==> config.mk <==
export PLATFORM = sky130hd
export DESIGN_NAME = sdspi_buf
export DESIGN_NICKNAME = d
export VERILOG_FILES = /design/src/rtl/core/sdspi_pkg.sv /design/src/rtl/core/sdspi_buf.sv
export SDC_FILE = /design/constraint.sdc
export NUM_CORES = 2
export LEC_CHECK = 0
export BUFFER_PORTS_ARGS = -buffer_cell sky130_fd_sc_hd__buf_2
export CAP_MARGIN = 20
export CORE_ASPECT_RATIO = 1.5
export CORE_MARGIN = 1
export CORE_UTILIZATION = 58
export DETAILED_ROUTE_END_ITERATION = 16
export PLACE_DENSITY = 0.74
export SKIP_LAST_GASP = 1
export SLEW_MARGIN = 20
export SYNTH_ARGS = -nofsm -noshare
export SYNTH_HDL_FRONTEND = slang
export SYNTH_SLANG_ARGS = --single-unit
==> constraint.sdc <==
create_clock -name aclk -period 4.8 [get_ports aclk]
set_clock_uncertainty 0.05 [all_clocks]
set_input_delay 0.96 -clock aclk [delete_from_list [all_inputs] [get_ports aclk]]
set_output_delay 0.96 -clock aclk [all_outputs]
set_load 0.01 [all_outputs]
==> src/rtl/core/sdspi_pkg.sv <==
// ----------------------------------------------------------------------------
// sdspi_pkg
// types, codes and helpers shared by the sd spi host sequencer
// ----------------------------------------------------------------------------
package sdspi_pkg;

    localparam int BLOCK_BYTES = 512;
    localparam int BLK_AW      = $clog2(BLOCK_BYTES);
    localparam int WSTREAM_LAST = BLOCK_BYTES + 6;

    localparam logic [2:0] REQ_INIT  = 3'd0;
    localparam logic [2:0] REQ_READ  = 3'd1;
    localparam logic [2:0] REQ_WRITE = 3'd2;
    localparam logic [2:0] REQ_LOAD  = 3'd3;
    localparam logic [2:0] REQ_RX    = 3'd4;
    localparam logic [2:0] REQ_TICK  = 3'd5;

    localparam logic [2:0] CFG_READY_TO  = 3'd0;
    localparam logic [2:0] CFG_PWR_DLY   = 3'd1;
    localparam logic [2:0] CFG_IDLE_LIM  = 3'd2;
    localparam logic [2:0] CFG_RESP_LIM  = 3'd3;
    localparam logic [2:0] CFG_RETRY_LIM = 3'd4;
    localparam logic [2:0] CFG_TOKEN_LIM = 3'd5;
    localparam logic [2:0] CFG_BUSY_LIM  = 3'd6;

    localparam logic [2:0] ST_OK       = 3'd0;
    localparam logic [2:0] ST_READY_TO = 3'd1;
    localparam logic [2:0] ST_NO_RESP  = 3'd2;
    localparam logic [2:0] ST_RETRY    = 3'd3;
    localparam logic [2:0] ST_TOKEN_TO = 3'd4;
    localparam logic [2:0] ST_WR_REJ   = 3'd5;
    localparam logic [2:0] ST_BUSY_TO  = 3'd6;

    typedef struct packed {
        logic [2:0]  req_type;
        logic [31:0] sector;
        logic [7:0]  rx_byte;
        logic [7:0]  data_byte;
        logic [8:0]  data_index;
    } sdspi_in_t;

    typedef struct packed {
        logic [7:0] tx_byte;
        logic       tx_valid;
        logic       chip_select;
        logic       fast_clock;
        logic [7:0] read_byte;
        logic       read_valid;
        logic [8:0] read_index;
        logic       done_res;
        logic [2:0] status;
        logic [1:0] card_type;
        logic       last;
    } sdspi_out_t;

    typedef struct packed {
        logic [9:0]  ready_timeout_ms;
        logic [9:0]  power_delay_ms;
        logic [15:0] idle_poll_limit;
        logic [7:0]  response_poll_limit;
        logic [8:0]  init_retry_limit;
        logic [15:0] token_poll_limit;
        logic [15:0] busy_poll_limit;
    } sdspi_cfg_t;

    // buffer read request from sequencer to buffer
    typedef struct packed {
        logic              en;
        logic [BLK_AW-1:0] addr;
    } sdspi_brd_t;

endpackage

==> src/rtl/core/sdspi_buf.sv <==
// ----------------------------------------------------------------------------
// sdspi_buf
// block buffer: one write port, one registered read port
// ----------------------------------------------------------------------------
module sdspi_buf (
    input  logic                       aclk,
    input  logic                       we,
    input  logic [sdspi_pkg::BLK_AW-1:0] waddr,
    input  logic [7:0]                 wdata,
    input  sdspi_pkg::sdspi_brd_t      rd,
    output logic [7:0]                 rdata
);
    import sdspi_pkg::*;

    logic [7:0] mem [BLOCK_BYTES];

    always_ff @(posedge aclk) begin
        if (we) begin
            mem[waddr] <= wdata;
        end
    end

    always_ff @(posedge aclk) begin
        if (rd.en) begin
            rdata <= mem[rd.addr];
        end
    end
endmodule

### Word level (Yosys, flattened, before mapping)

Memories as Yosys holds them, arrays and structs flattened. A register that Yosys moved wholly into a read port is not among the register bits.
Cells that the tools add are included.

| cells by class | value |
|---|---|
| multiplexer cells | 2 |

Operators by type and width:

| cell | number |
|---|---|
| 1-bit two-way mux | 2 |

| storage, ports and cells | value |
|---|---|
| output and inout port bits | 8 |
| logic and storage cells | 3 |
| memory bits (writable) | 4096 |
| register bits after elaboration | 0 |
| bits of input ports | 29 |
| memories kept | 1 |

Memories:

| memory | depth | width | read ports | clocked after memory_dff | wr ports | line | text |
|---|---|---|---|---|---|---|---|
| mem | 512 | 8 | 1 | 1 | 1 | sdspi_buf.sv:15 | `logic [7:0] mem [BLOCK_BYTES];` |

### Longest topological paths before layout

| logic depth | value |
|---|---|
| depth in word-level cells | 2 |
| gate-level depth with buffers | 12 |
| mapped depth without buffers | 7 |

### Worst setup path before layout

Ideal clock, no wire load.

| timing | value |
|---|---|
| path kind | in2reg |
| start point | in rd[0] (netlist name) |
| end point | reg rdata[0], read port of mem, data pin |
| slack | 1.679 ns |
| library setup time | 0.257 ns |
| data arrival time | 2.814 ns |
| buffers on the path | 4 |
| stages on the path | 10 |
| data required time | 4.493 ns |
| cell sequence | buf_4 -> buf_12 -> buf_12 -> buf_2 -> mux4_2 -> o21ai_0 -> nand3_1 -> nand4_1 -> o21ai_0 -> o2111a_1 |

RTL lines:

| element | line | text |
|---|---|---|
| from (decl) | sdspi_buf.sv:10 | `input sdspi_pkg::sdspi_brd_t rd,` |
| to (decl) | sdspi_buf.sv:11 | `output logic [7:0] rdata` |

==> results by group <==
Route
  • Initial DRT Pass Iterations: 7
  • Wirelength per Cell: 33.4 um
  • Routed Antenna Nets: 0
  • Final wirelength: 422000 um
  • Via-per-instance ratio: 6.68
  • Via count: 84500
  • DRT iter0 DRCs: 10700
  • DRC viols: 0

STA
  • Final Max Tran Viols: 0
  • Fin. Hold Viols: 0
  • Actual slew at the worst max-slew pin: 1.23 ns
  • RSZ-0062 raised after global routing: false
  • Period utilisation layout: a little over nine tenths
  • PnR worst setup slack: 0.300 ns
  • Setup violations, final: 0
  • Slew margin rel.: a little under a fifth
  • Fmax: between 0.2 and 0.25 GHz
  • Setup TNS Final: 0 ns
  • Minimum clock period: 4.50 ns

Die
  • Die ar.: 278000 um^2
  • Die H: 645 um
  • Total core area: around 270000 um^2
  • Initial Util: about three fifths
  • Die W: around 430 um
  • Cell Rows: between 200 and 250
  • Io pins: 37

Setup path
  • Critical Path RT: 5.52 ns
  • Crit path DAT: 5.22 ns
  • Crit path capture type: register
  • CP Max Fanout: 43
  • Crit-path slowest cell: nor4_2
  • Max incr delay on CP: 0.85 ns
  • CP Cell Sequence: buf_12 > buf_12 > buf_4 > mux2i_1 > o221ai_1 > a21oi_1 > nor4_2 > nand4_1 > nor4_1 > buf_4 > o2111a_1
  • CP Launch Type: input port
  • Critical path class: in -> reg

Clock network
  • Later-pin clock latency in the skew report: 0.91 ns
  • Root buffer cell: clkbuf_16
  • # resized after CTS: 0
  • Depth of the CTS H-tree: 5
  • Reg clk slew, reported paths: 0.07 ns
  • CTS tree: built
  • Longest Clk Path Bufs: 4
  • Setup Fix Bufs, Post-CTS: 0
  • Cts hold-fix bufs: 0
  • Cts bufs inserted: 357
  • Sink Count: 4104

GRT
  • GRT met1 Usage: 36.3%
  • GR Util met2: 51.0%
  • Antenna violations before repair: 25
  • Top Usage Layer GRT: met2
  • Pin count of the biggest net entering global routing: 132
  • GRT Total Usage: between 30% and 40%
  • First-pass GRT wire length: 605000 um
  • GRT Residual Overflow: 0
  • Met3 Usage GRT: 5.06%
  • Vias in the first global route: about 85000

Placed design
  • RePlAce Congestion: 1.05
  • Post-detail-place hpwl: about 270000 um
  • Worst slack, placed: -0.467 ns
  • Buffers on Ports: 36
  • Area after DPL: 169000 um^2

Layout
  • Share of cells above drive strength 1: 21.8%
  • Synthesis-to-finish area growth: 12.6%
  • Design Area, Final: 180000 um^2
  • NumNets Final: 8683

Pwr
  • P per Cell Area: between 300 and 400 nW/um^2
  • Final Total Pwr: 71600 uW
  • Leakage: around 0.058 uW
  • VDD IR max: roughly 0.42 mV

Logic synthesis
  • Yosys top cell area share: 77.0%
  • Gate Count Post-Synth: 8030
  • Dominant cell type by area after synthesis: edfxtp_1
  • Mapped cell area: 160000 um^2
  • Post-synthesis sequential area ratio: 77.0%
  • Post-Syn Area per Cell: 19.9 um^2
  • Top cells by area, synth: edfxtp_1 (77%), mux4_2 (9.2%), mux2i_1 (5.0%)
  • Count leader, synth: edfxtp_1
  • FFs w/ async S/R, synth: 0%
  • Commonest cells in the netlist: edfxtp_1 (4104), mux2i_1 (797), mux4_2 (654), nor2_1 (597), o221ai_1 (371)
  • Ys flop type: edfxtp_1
  • Synth Warn #: 0
  • Number of enable flip-flop cells after synthesis: 4104
  • Synth unique cells: 50
  • Syn_nets: 8059
  • Flops & latches, synth: 4104

Outcome
  • Status: finished clean

Min path
  • Hold Crit Class: in -> reg

Job
  • Max-Cap Viols: 0
[final timing paths]
| kind | slack (ns) | to | start | cells past startpoint |
|---|---|---|---|---|
| min | 0.51 | mem[13][5] | wdata[5] | 1 |
| max reg2reg | 1.28 | rdata[2] | mem[257][2] | 8 |
| max | 0.30 | rdata[2] | rd[0] | 11 |
| min reg2reg | 1.23 | rdata[4] | mem[319][4] | 5 |
[layer usage]
metal  routed length [um]  vias up
li1                     -    34600
met1               140000    43700
met2               213000     4886
met3                36300     1195
met4                33100       10
met5                   70        -
[cells in the final DEF (no fill, tap or decap), types with 73 or more instances in the layout]
cell	n
a21oi_1	194
buf_12	95
buf_4	648
clkbuf_1	73
clkbuf_16	358
clkinv_1	80
edfxtp_1	4104
mux2i_1	797
mux4_2	654
nand2_1	97
nor2_1	596
nor3_1	109
o21ai_0	115
o221ai_1	371
o22ai_1	163
[critical path: cells and delay by family]
kind                   cells  cell delay, ns
AO/OA/AOI/OAI              3            0.80
buffers and inverters      4            1.29
multiplexers               1            0.13
AND/OR/NAND/NOR            3            1.87
[cell type report]
type / count / area (um^2)
clock inverter: 198 / 1990
clock buffer: 431 / 9230
antenna: 38 / 95.1
timing repair buffer: 778 / 7050
multi-input combinational: 3410 / 34000
inverter: 3 / 18.8
fill: 17300 / 93500
sequential: 4104 / 123000
tap: 3673 / 4600
[sequential cells by signal, indices dropped and copies added, names as in the netlist]
name and count:
mem 4096, rdata 8
[kinds of logic after synthesis]
kind of cell | Yosys count | share of synthesized area, %
mux | 1451 | 14.2
flops | 4104 | 77.0
compound gates | 979 | 4.31
simple gates | 980 | 2.63
buf+inv | 516 | 1.85
[power breakdown]
group          internal (uW)  switching [uW]  total [uW]
combinational           1230            2480        3720
clock                  15700           12600       28400
sequential             39500            57.9       39500
[per-stage QoR]
step           hold slack (ns)  utilization [%]  std cells
5_1_grt                  0.502             65.8      12600
3_5_place_dp              1.21             61.7      12000
3_3_place_gp              1.18             61.7      12000
2_1_floorplan            0.965                -       8030
6_report                 0.507             65.8      12600
4_1_cts                  0.498             65.8      12600
Power figures use the tool's default switching activity.
