**config.mk**
```make
export PLATFORM = sky130hd
export DESIGN_NAME = sdspi_cfg
export DESIGN_NICKNAME = d
export VERILOG_FILES = /design/src/rtl/core/sdspi_pkg.sv /design/src/rtl/core/sdspi_cfg.sv
export SDC_FILE = /design/constraint.sdc
export NUM_CORES = 1
export LEC_CHECK = 0
export BUFFER_PORTS_ARGS = -buffer_cell sky130_fd_sc_hd__buf_2
export CAP_MARGIN = 10
export CORE_MARGIN = 4
export CORE_UTILIZATION = 49
export DETAILED_ROUTE_END_ITERATION = 8
export MAX_ROUTING_LAYER = met4
export PLACE_DENSITY = 0.79
export SLEW_MARGIN = 20
export SYNTH_ARGS = -nofsm -noshare
export SYNTH_HDL_FRONTEND = slang
export SYNTH_SLANG_ARGS = --single-unit
export TNS_END_PERCENT = 1
```
**constraint.sdc**
```tcl
create_clock -name aclk -period 1.9 [get_ports aclk]
set_clock_uncertainty 0.1 [all_clocks]
set_input_delay 0.38 -clock aclk [delete_from_list [all_inputs] [get_ports aclk]]
set_output_delay 0.38 -clock aclk [all_outputs]
set_load 0.01 [all_outputs]
```
**src/rtl/core/sdspi_pkg.sv**
```systemverilog
// ----------------------------------------------------------------------------
// sdspi_pkg
// types, codes and helpers shared by the sd spi host sequencer
// ----------------------------------------------------------------------------
package sdspi_pkg;

    localparam int BLOCK_BYTES = 512;
    localparam int BLK_AW      = $clog2(BLOCK_BYTES);
    localparam int WSTREAM_LAST = BLOCK_BYTES + 6;

    localparam logic [2:0] REQ_INIT  = 3'd0;
    localparam logic [2:0] REQ_READ  = 3'd1;
    localparam logic [2:0] REQ_WRITE = 3'd2;
    localparam logic [2:0] REQ_LOAD  = 3'd3;
    localparam logic [2:0] REQ_RX    = 3'd4;
    localparam logic [2:0] REQ_TICK  = 3'd5;

    localparam logic [2:0] CFG_READY_TO  = 3'd0;
    localparam logic [2:0] CFG_PWR_DLY   = 3'd1;
    localparam logic [2:0] CFG_IDLE_LIM  = 3'd2;
    localparam logic [2:0] CFG_RESP_LIM  = 3'd3;
    localparam logic [2:0] CFG_RETRY_LIM = 3'd4;
    localparam logic [2:0] CFG_TOKEN_LIM = 3'd5;
    localparam logic [2:0] CFG_BUSY_LIM  = 3'd6;

    localparam logic [2:0] ST_OK       = 3'd0;
    localparam logic [2:0] ST_READY_TO = 3'd1;
    localparam logic [2:0] ST_NO_RESP  = 3'd2;
    localparam logic [2:0] ST_RETRY    = 3'd3;
    localparam logic [2:0] ST_TOKEN_TO = 3'd4;
    localparam logic [2:0] ST_WR_REJ   = 3'd5;
    localparam logic [2:0] ST_BUSY_TO  = 3'd6;

    typedef struct packed {
        logic [2:0]  req_type;
        logic [31:0] sector;
        logic [7:0]  rx_byte;
        logic [7:0]  data_byte;
        logic [8:0]  data_index;
    } sdspi_in_t;

    typedef struct packed {
        logic [7:0] tx_byte;
        logic       tx_valid;
        logic       chip_select;
        logic       fast_clock;
        logic [7:0] read_byte;
        logic       read_valid;
        logic [8:0] read_index;
        logic       done_res;
        logic [2:0] status;
        logic [1:0] card_type;
        logic       last;
    } sdspi_out_t;

    typedef struct packed {
        logic [9:0]  ready_timeout_ms;
        logic [9:0]  power_delay_ms;
        logic [15:0] idle_poll_limit;
        logic [7:0]  response_poll_limit;
        logic [8:0]  init_retry_limit;
        logic [15:0] token_poll_limit;
        logic [15:0] busy_poll_limit;
    } sdspi_cfg_t;

    // buffer read request from sequencer to buffer
    typedef struct packed {
        logic              en;
        logic [BLK_AW-1:0] addr;
    } sdspi_brd_t;

endpackage

```
**src/rtl/core/sdspi_cfg.sv**
```systemverilog
// ----------------------------------------------------------------------------
// sdspi_cfg
// configuration register file
// ----------------------------------------------------------------------------
module sdspi_cfg (
    input  logic                  aclk,
    input  logic                  aresetn,
    input  logic                  wr_en,
    input  logic [2:0]            wr_index,
    input  logic [31:0]           wr_data,
    output sdspi_pkg::sdspi_cfg_t cfg
);
    import sdspi_pkg::*;

    sdspi_cfg_t cfg_reg;
    assign cfg = cfg_reg;

    always_ff @(posedge aclk) begin
        if (!aresetn) begin
            cfg_reg.ready_timeout_ms    <= 10'd500;
            cfg_reg.power_delay_ms      <= 10'd100;
            cfg_reg.idle_poll_limit     <= 16'h1fff;
            cfg_reg.response_poll_limit <= 8'd200;
            cfg_reg.init_retry_limit    <= 9'd400;
            cfg_reg.token_poll_limit    <= 16'h0fff;
            cfg_reg.busy_poll_limit     <= 16'hfffe;
        end else if (wr_en) begin
            unique case (wr_index)
                CFG_READY_TO:  cfg_reg.ready_timeout_ms    <= wr_data[9:0];
                CFG_PWR_DLY:   cfg_reg.power_delay_ms      <= wr_data[9:0];
                CFG_IDLE_LIM:  cfg_reg.idle_poll_limit     <= wr_data[15:0];
                CFG_RESP_LIM:  cfg_reg.response_poll_limit <= wr_data[7:0];
                CFG_RETRY_LIM: cfg_reg.init_retry_limit    <= wr_data[8:0];
                CFG_TOKEN_LIM: cfg_reg.token_poll_limit    <= wr_data[15:0];
                CFG_BUSY_LIM:  cfg_reg.busy_poll_limit     <= wr_data[15:0];
                default: ;
            endcase
        end
    end
endmodule

```
; ---- Word level (Yosys, flattened, before mapping)
; Cells that the tools add are included.
; Widths: inputs -> output; s select.
[totals]
word_cells = 21
input_bits = 38
regBits = 85
[op_classes]
n_eq_ne = 6
reduce_logical = 8
[ops]
columns = op, count
row1 = $reduce_and 2->1, 7
row2 = $eq 3x3->1 const B, 3
row3 = $eq 3x2->1 const B, 2
row4 = $eq 3x1->1 const B, 1
row5 = $logic_not 3->1, 1

; ---- Depth between registers and ports, before layout
; Gate-level depths: netlist of run 1.
[logic_depth]
ltp_word = 2
ltp_mapped = 5
depth_no_buf = 2

; ---- Worst setup path before layout of run 1
; No wires, ideal clock.
[synth_path]
kind = input -> register
from = input wr_en
to = register cfg_reg (netlist bit cfg[55])
path_slack_ns = 0.419
stages = 5
t_arrival_ns = 1.309
n_path_buf = 3
setup_time_ns = 0.072
cell_sequence = buf_2 -> nor4bb_1 -> buf_4 -> buf_6 -> mux2i_1
[synth_between]
elab_chain_len = 1
[synth_rtl]
columns = item, line
row1 = "start, declared", sdspi_cfg.sv:8  ; input logic wr_en,
row2 = $reduce_and 2->1 (no line), --
row3 = "end, declared", sdspi_cfg.sv:15  ; sdspi_cfg_t cfg_reg;
; No other way between the ends.
; A chain may end at the register's enable or synchronous reset.

; ---- Final worst setup path of run 1
[layout_path]
from = register cfg_reg (netlist bit cfg[21])
to = output cfg[21] (netlist name)
[layout_rtl]
columns = item, line
row1 = "end, declared", sdspi_cfg.sv:11  ; output sdspi_pkg::sdspi_cfg_t cfg
; No word-level cell between the ends.

==> flow_metrics.env, run 1 <==
export IMPL_max_slew_margin_pct=68.8
export IMPL_largest_reg_flops=85
export IMPL_post_cts_resized=0
export IMPL_vias=2548
export IMPL_diodes=0
export IMPL_yosysWarnings=0
export IMPL_seq_power_share_pct=49.0
export IMPL_clockPowerShare_pct=43.2
export IMPL_syn_inst=318
export IMPL_grt_usage_pct=19.7
export IMPL_synth_edff_count=0
export IMPL_cpMaxStageDelayCell="dfxtp_1"
export IMPL_routed_wl_um=7810
export IMPL_critPathLaunchType="flop"
export IMPL_floorplan_rows=29
export IMPL_dr_pass1_iters=4
export IMPL_yosysSeqAreaShare_pct=50.5
export IMPL_cp_required_ns=1.42
export IMPL_synth_top_area_cell="dfxtp_1"
export IMPL_ys_seq_elements=85
export IMPL_globalRouteOverflowTotal=0
export IMPL_yosys_most_used_dff="dfxtp_1"
export IMPL_place_gp_congestion=0.732
export IMPL_synth_compound_area_share_pct=0
export IMPL_io_pins=123
export IMPL_grt_max_degree=52
export IMPL_path_max_fanout=2
export IMPL_fp_dieW_um=91.0
export IMPL_cp_top_family="flip-flops"
export IMPL_arrival_ns=0.84
export IMPL_hpwl_um=5570
export IMPL_cts_buffers_inserted=9
export IMPL_syn2layout_area_growth_pct=27.6
export IMPL_power_density_nw_per_um2=873
export IMPL_clkTransAtPathRegs_ns=0.08
export IMPL_ctsRootBufferMaster="clkbuf_8"
export IMPL_final_setup_viol_count=0
export IMPL_worstMarginPinSlew_ns=0.467
export IMPL_max_freq_mhz=757
export IMPL_crit_buf_inv=1
export IMPL_p_switching_w=0.000801
export IMPL_swShare_pct=21.3
export IMPL_timing_hold_violations_final=0
export IMPL_synth_commonest_cells="85 x dfxtp_1, 85 x mux2i_1, 71 x nor2b_1"
export IMPL_grt_pass1_wl_um=12700
export IMPL_die_h_um=91.0
export IMPL_fin_util_pct=65.9
export IMPL_maxCapViolCount=0
export IMPL_path_class="flop to primary output"
export IMPL_rsz0062_at_grt="no"
export IMPL_initial_utilization_pct=51.6
export IMPL_synth_cell_types=13
export IMPL_grt_pass1_vias=2605
export IMPL_pwr_share_comb_pct=7.8
export IMPL_cts_max_path_buffers=2
export IMPL_synthTopCellsByArea="dfxtp_1 50%, mux2i_1 25%, nor2b_1 13%, nand2_1 4.9%, clkbuf_1 1.4%"
export IMPL_path_cells="buf_2"
export IMPL_leakage_nw=2.07
export IMPL_syn_avg_cell_area_sq_um=10.6
export IMPL_hold_path_class="input port to flop"
export IMPL_antenna_found_initial=0
export IMPL_tns_ns=0
export IMPL_peakVddDrop_mv=0.458
export IMPL_clk_latency_ns=0.33
export IMPL_max_stage_delay_ns=0.36
export IMPL_muxShareOfSynthArea_pct=25.2
export IMPL_fin_area_sq_um=4300
export IMPL_synth_area_sq_um=3370
export IMPL_synth_fa_ha_area_share_pct=0
export IMPL_holdBufCountCts=0
export IMPL_port_buffers=106
export IMPL_slew_viol_final=0
export IMPL_synth_xor_area_share_pct=0
export IMPL_finalCritPeriodShare_pct=69.5
export IMPL_async_reset_ff_share_pct=0
export IMPL_wire_per_inst_um=15.4
export IMPL_p_int_w=0.00296
export IMPL_fin_nets=464
export IMPL_period_minus_slack_ns=1.32
export IMPL_outcome="completed"
export IMPL_drc_errors=0
export IMPL_ant_nets=0
export IMPL_syn_nets=356
export IMPL_crit_path_end_kind="primary output"
export IMPL_cts_tree="yes"
export IMPL_drive_gt1_share_pct=31.9
export IMPL_viasPerCell=5.03
export IMPL_dpl_cell_area_sq_um=4040
export IMPL_core_area_sq_um=6530
export IMPL_synth_top_area_share_pct=50.5
export IMPL_clock_sinks=85
export IMPL_synth_top_family_by_area="multiplexers"
export IMPL_post_cts_repair_setup_buffers=0
export IMPL_yosys_area_share_simple_pct=20.7
export IMPL_die_area_sq_um=8270
export IMPL_drt_iter0_drc=58
export IMPL_r2r_slack_ns=1.14
export IMPL_cts_htree_levels=3
[cell usage in the layout (no fill, tap or decap)]
master      instances
buf_2             106
mux2i_1            85
dfxtp_1            85
nor2b_1            71
nand2_1            44
buf_4              12
clkbuf_8            9
bufinv_16           4
nand4b_1            3
buf_12              3
nand4bb_1           2
nor4bb_1            1
nor4bb_4            1
and4b_1             1
or4b_1              1
clkinv_4            1
clkinvlp_4          1
[layer usage]
layer  vias up  share of wire (%)  track usage, %
met5         -                  0               -
met2        85                 46            30.8
met4         0                1.7            7.16
li1       1261                  -               -
met1      1187                 46            25.1
met3        15                6.1            4.38
[path summary, 6_finish.rpt]
path              depth (start not counted)                    to                 start
hold / removal                            3  cfg[73]$_SDFFE_PN0P_            wr_data[8]
setup reg to reg                          2   cfg[9]$_SDFFE_PN1P_   cfg[9]$_SDFFE_PN1P_
hold reg to reg                           2  cfg[72]$_SDFFE_PN0P_  cfg[72]$_SDFFE_PN0P_
setup / recovery                          1               cfg[21]  cfg[21]$_SDFFE_PN1P_
[through the flow]
step	hold WS, ns	power [W]	setup slack, ns	instances
3_5_place_dp	0.345	0.00217	0.268	492
4_1_cts	0.181	0.00379	0.571	507
6_report	0.191	0.00376	0.579	507
2_1_floorplan	0.379	0.00205	0.419	318
3_3_place_gp	0.340	0.00217	0.272	492
5_1_grt	0.178	0.00388	0.523	507
[layout make-up]
type,count,area [sq um]
well taps,77,96.3
repair buffers,121,681
clock buffers,9,124
flip-flops and latches,85,1700
fillers,532,2230
clock inverters,6,136
multi-input cells,209,1560
[cells by family (layout without fill, tap and decap cells)]
family                 after synthesis  count (layout)
AND/OR/NAND/NOR                    124             124
buffers and inverters               24             136
flip-flops                          85              85
multiplexers                        85              85
[power by group through the flow]
stage	sequential (W)	combinational (W)	clock, W
floorplan	0.00190	0.000148	0
global placement	0.00188	0.000287	0
detailed placement	0.00188	0.000294	0
CTS	0.00184	0.000296	0.00165
global route	0.00184	0.000319	0.00172
finish	0.00184	0.000293	0.00162
Power figures use the tool's default switching activity.
==> inputs of run 2 (changes only) <==
--- a/config.mk
+++ b/config.mk
@@ -8,10 +8,10 @@
 export BUFFER_PORTS_ARGS = -buffer_cell sky130_fd_sc_hd__buf_2
 export CAP_MARGIN = 10
 export CORE_MARGIN = 4
-export CORE_UTILIZATION = 49
+export CORE_UTILIZATION = 44
 export DETAILED_ROUTE_END_ITERATION = 8
 export MAX_ROUTING_LAYER = met4
-export PLACE_DENSITY = 0.79
+export PLACE_DENSITY = 0.75
 export SLEW_MARGIN = 20
 export SYNTH_ARGS = -nofsm -noshare
 export SYNTH_HDL_FRONTEND = slang
==> constraint.sdc (replaced) <==
create_clock -name aclk -period 1.1 [get_ports aclk]
set_clock_uncertainty 0.1 [all_clocks]
set_input_delay 0.22 -clock aclk [delete_from_list [all_inputs] [get_ports aclk]]
set_output_delay 0.22 -clock aclk [all_outputs]
set_load 0.01 [all_outputs]
==> flow_metrics.env, run 2 (synthesis gave the netlist of run 1 again) <==
export IMPL_die_h_um=95.5
export IMPL_cts_htree_levels=3
export IMPL_dp_cells=537
export IMPL_drive_gt1_share_pct=54.9
export IMPL_antenna_found_initial=0
export IMPL_fin_util_pct=70.4
export IMPL_hpwl_um=6010
export IMPL_path_cells="buf_6"
export IMPL_period_minus_slack_ns=1.13
export IMPL_clk_latency_ns=0.34
export IMPL_fin_ws_ns=-0.0280
export IMPL_path_class="flop to primary output"
export IMPL_leakage_nw=2.41
export IMPL_grt_pass1_wl_um=14100
export IMPL_cp_required_ns=0.78
export IMPL_final_setup_viol_count=80
export IMPL_initial_utilization_pct=45.8
export IMPL_max_freq_mhz=886
export IMPL_cpMaxStageDelayCell="dfxtp_2"
export IMPL_layout_common_cells="85 x mux2i_1, 85 x dfxtp_2, 85 x buf_6"
export IMPL_die_area_sq_um=9130
export IMPL_core_area_sq_um=7370
export IMPL_finalCritPeriodShare_pct=103
export IMPL_cts_buffers_inserted=9
export IMPL_largest_reg_flops=85
export IMPL_rsz0062_at_grt="yes"
export IMPL_slew_viol_final=0
export IMPL_floorplan_rows=31
export IMPL_pwr_share_comb_pct=10.4
export IMPL_drc_errors=0
export IMPL_max_stage_delay_ns=0.36
export IMPL_critPathLaunchType="flop"
export IMPL_grt_usage_pct=21.0
export IMPL_place_gp_congestion=0.723
export IMPL_swShare_pct=22.9
export IMPL_nFillCells=547
export IMPL_fp_dieW_um=95.5
export IMPL_diodes=0
export IMPL_ctsRootBufferMaster="clkbuf_8"
export IMPL_outcome="finished with violations"
export IMPL_clockPowerShare_pct=39.5
export IMPL_peakVddDrop_mv=0.755
export IMPL_seq_power_share_pct=50.1
export IMPL_maxCapViolCount=0
export IMPL_p_switching_w=0.00147
export IMPL_arrival_ns=0.81
export IMPL_grt_max_degree=29
export IMPL_globalRouteOverflowTotal=0
export IMPL_ant_nets=0
export IMPL_syn2layout_area_growth_pct=53.9
export IMPL_dpl_cell_area_sq_um=4280
export IMPL_clock_sinks=85
export IMPL_cts_max_path_buffers=2
export IMPL_violations="setup timing"
export IMPL_instances_no_fill=558
export IMPL_clkTransAtPathRegs_ns=0.09
export IMPL_port_buffers=106
export IMPL_crit_path_end_kind="primary output"
export IMPL_drt_iter0_drc=60
export IMPL_timing_hold_violations_final=0
export IMPL_max_slew_margin_pct=82.1
export IMPL_routed_wl_um=8770
export IMPL_viasPerCell=4.84
export IMPL_hold_path_class="input port to flop"
export IMPL_dr_pass1_iters=4
export IMPL_fin_nets=492
export IMPL_post_place_ws_ns=-0.334
export IMPL_worstMarginPinSlew_ns=0.267
export IMPL_crit_buf_inv=1
export IMPL_cp_top_family="flip-flops"
export IMPL_fin_area_sq_um=5190
export IMPL_power_density_nw_per_um2=1230
export IMPL_vias=2699
export IMPL_cts_tree="yes"
export IMPL_grt_pass1_vias=2853
export IMPL_p_int_w=0.00493
export IMPL_wire_per_inst_um=15.7
export IMPL_io_pins=123
export IMPL_path_max_fanout=2
-- run 2: changes by cell type in the layout (fill, tap and decap cells not counted), sizes merged --
cell	previous run	this run
buf	121	148
bufinv	4	2
clkbuf	9	11
clkinv	1	0
clkinvlp	1	3
dlygate4sd3	0	1
-- run 2: cell type report --
class / count / area, sq um / area share, %
clock inverter: 5 / 82.6 / 1.59
timing repair buffer: 149 / 1450 / 27.9
sequential: 85 / 1810 / 34.8
multi-input combinational: 209 / 1570 / 30.3
tap: 99 / 124 / 2.39
clock buffer: 11 / 151 / 2.92
-- run 2: timing repair --
item / 4_1_cts / 5_1_grt
setup buffers: 4 / 0
pin swaps: 0 / 0
hold buffers: 0 / 1
resized for setup: 170 / 0
endpoints found under the hold margin: 0 / 1
gates cloned: 0 / 0
setup endpoints to repair: 85 / 85
-- run 2: power by group through the flow --
stage / Clock [W] / Sequential, W / Combinational (W)
after floorplan: 0 / 0.00328 / 0.000262
after global placement: 0 / 0.00325 / 0.000568
after detailed placement: 0 / 0.00325 / 0.000581
after CTS: 0.00259 / 0.00321 / 0.000663
after global routing: 0.00274 / 0.00322 / 0.000718
final: 0.00253 / 0.00321 / 0.000667
-- run 2: routing by layer --
layer  up-vias  global-route usage [%]  share of wire, %  routed length (um)
li1       1324                       -                 -                   -
met1      1298                    25.3                43                3790
met2        71                    34.0                51                4430
met3         6                    6.00               5.4                 477
met4         0                    6.16              0.74                  65
met5         -                       -                 0                   0
-- run 2: worst paths after layout --
path                                           start                   end  slack [ns]  cells after the start
worst min register to register  cfg[29]$_SDFFE_PN0P_  cfg[29]$_SDFFE_PN0P_        0.37                      2
worst max-delay path             cfg[2]$_SDFFE_PN1P_                cfg[2]       -0.03                      1
worst min-delay path                     wr_data[12]  cfg[28]$_SDFFE_PN0P_        0.03                      3
worst max register to register  cfg[71]$_SDFFE_PN1P_  cfg[71]$_SDFFE_PN1P_        0.24                      3
-- run 2: metrics by stage --
stage | TNS (ns) | hold slack (ns) | total power (W)
floorplan | -4.19 | 0.259 | 0.00354
global placement | -13.60 | 0.342 | 0.00382
detailed placement | -15.66 | 0.349 | 0.00383
CTS | -2.59 | 0.00320 | 0.00646
global route | -5.04 | 0.0155 | 0.00668
finish | -0.843 | 0.0285 | 0.00640
==> inputs of run 3 (changes only) <==
--- a/config.mk
+++ b/config.mk
@@ -8,10 +8,10 @@
 export BUFFER_PORTS_ARGS = -buffer_cell sky130_fd_sc_hd__buf_2
 export CAP_MARGIN = 10
 export CORE_MARGIN = 4
-export CORE_UTILIZATION = 44
+export CORE_UTILIZATION = 35
+export CTS_CLUSTER_DIAMETER = 60
 export DETAILED_ROUTE_END_ITERATION = 8
 export MAX_ROUTING_LAYER = met4
-export PLACE_DENSITY = 0.75
 export SLEW_MARGIN = 20
 export SYNTH_ARGS = -nofsm -noshare
 export SYNTH_HDL_FRONTEND = slang
==> flow_metrics.env, run 3 (synthesis gave the netlist of run 1 again) <==
export IMPL_cp_top_family="flip-flops"
export IMPL_post_place_ws_ns=-0.311
export IMPL_path_cells="buf_6"
export IMPL_drt_iter0_drc=54
export IMPL_timing_hold_violations_final=0
export IMPL_worstMarginPinSlew_ns=0.270
export IMPL_largest_reg_flops=85
export IMPL_hpwl_um=6130
export IMPL_cts_buffers_inserted=9
export IMPL_grt_usage_pct=17.1
export IMPL_clkTransAtPathRegs_ns=0.08
export IMPL_syn2layout_area_growth_pct=52.3
export IMPL_diodes=0
export IMPL_layout_common_cells="85 x mux2i_1, 85 x dfxtp_2, 85 x buf_6"
export IMPL_period_minus_slack_ns=1.13
export IMPL_power_density_nw_per_um2=1160
export IMPL_routed_wl_um=8750
export IMPL_max_stage_delay_ns=0.36
export IMPL_p_switching_w=0.00142
export IMPL_crit_path_end_kind="primary output"
export IMPL_grt_pass1_wl_um=14800
export IMPL_path_max_fanout=2
export IMPL_finalCritPeriodShare_pct=102
export IMPL_initial_utilization_pct=36.2
export IMPL_fp_dieW_um=106
export IMPL_cts_htree_levels=3
export IMPL_dpl_cell_area_sq_um=4280
export IMPL_p_int_w=0.00456
export IMPL_fin_ws_ns=-0.0269
export IMPL_place_gp_congestion=0.750
export IMPL_max_freq_mhz=887
export IMPL_clock_sinks=85
export IMPL_swShare_pct=23.8
export IMPL_die_h_um=106
export IMPL_cp_required_ns=0.78
export IMPL_cts_max_path_buffers=2
export IMPL_maxCapViolCount=0
export IMPL_fin_nets=484
export IMPL_crit_buf_inv=1
export IMPL_p_total_w=0.00598
export IMPL_fin_util_pct=55.1
export IMPL_clk_latency_ns=0.34
export IMPL_cts_tree="yes"
export IMPL_antenna_found_initial=0
export IMPL_clockPowerShare_pct=35.4
export IMPL_cpMaxStageDelayCell="dfxtp_2"
export IMPL_max_slew_margin_pct=82.0
export IMPL_ctsRootBufferMaster="clkbuf_8"
export IMPL_seq_power_share_pct=53.7
export IMPL_wire_per_inst_um=15.1
export IMPL_rsz0062_at_grt="yes"
export IMPL_critPathLaunchType="flop"
export IMPL_fin_area_sq_um=5140
export IMPL_slew_viol_final=0
export IMPL_dr_pass1_iters=4
export IMPL_vias=2624
export IMPL_globalRouteOverflowTotal=0
export IMPL_violations="setup timing"
export IMPL_path_class="flop to primary output"
export IMPL_drc_errors=0
export IMPL_viasPerCell=4.53
export IMPL_outcome="finished with violations"
export IMPL_core_area_sq_um=9330
export IMPL_hold_path_class="input port to flop"
export IMPL_ant_nets=0
export IMPL_arrival_ns=0.81
export IMPL_port_buffers=106
export IMPL_die_area_sq_um=11300
export IMPL_dp_cells=560
export IMPL_instances_no_fill=579
export IMPL_drive_gt1_share_pct=53.6
export IMPL_peakVddDrop_mv=0.662
export IMPL_grt_max_degree=42
export IMPL_pwr_share_comb_pct=10.9
export IMPL_leakage_nw=2.36
export IMPL_final_setup_viol_count=83
export IMPL_grt_pass1_vias=2937
export IMPL_io_pins=123
export IMPL_floorplan_rows=35
[run 3: path summary, 6_finish.rpt]
path | from | endpoint | slack [ns] | depth (start not counted)
worst min register to register | cfg[64]$_SDFFE_PN0P_ | cfg[64]$_SDFFE_PN0P_ | 0.37 | 2
worst max register to register | cfg[20]$_SDFFE_PN1P_ | cfg[20]$_SDFFE_PN1P_ | 0.24 | 3
worst max-delay path | cfg[22]$_SDFFE_PN1P_ | cfg[22] | -0.03 | 1
worst min-delay path | wr_data[6] | cfg[38]$_SDFFE_PN0P_ | 0.02 | 3
[run 3: per-stage QoR]
step | hold slack (ns) | TNS (ns)
global placement | 0.340 | -15.19
finish | 0.0234 | -0.863
global route | 0.0113 | -4.94
floorplan | 0.259 | -4.19
detailed placement | 0.351 | -16.99
CTS | 0.000331 | -2.90
[run 3: power by group through the flow]
| stage | sequential, W | clock (W) | combinational, W |
|---|---|---|---|
| 5_1_grt | 0.00322 | 0.00232 | 0.000707 |
| 4_1_cts | 0.00321 | 0.00219 | 0.000654 |
| 2_1_floorplan | 0.00328 | 0 | 0.000262 |
| 3_5_place_dp | 0.00325 | 0 | 0.000571 |
| 3_3_place_gp | 0.00325 | 0 | 0.000563 |
| 6_report | 0.00321 | 0.00212 | 0.000653 |
[run 3: timing repair]
item                                    in CTS  in global routing
setup buffers                                3                  0
hold buffers                                 1                  0
endpoints found under the setup margin      85                 86
gates resized for setup                    170                  1
hold endpoints to repair                     1                  0
[run 3: area by class of cell]
type	count	area [sq um]
Tap cell	129	161
Sequential cell	85	1810
Clock inverter	4	50.0
Fill cell	806	4190
Timing Repair Buffer	141	1400
Multi-Input combinational cell	209	1580
Clock buffer	11	131
[run 3: per-layer routing]
layer | track usage, % | vias up | part of all wire [%]
met2 | 27.3 | 71 | 47
met1 | 20.8 | 1245 | 46
met5 | - | - | 0
met4 | 3.98 | 0 | 0.72
li1 | - | 1302 | -
met3 | 5.95 | 6 | 6.2
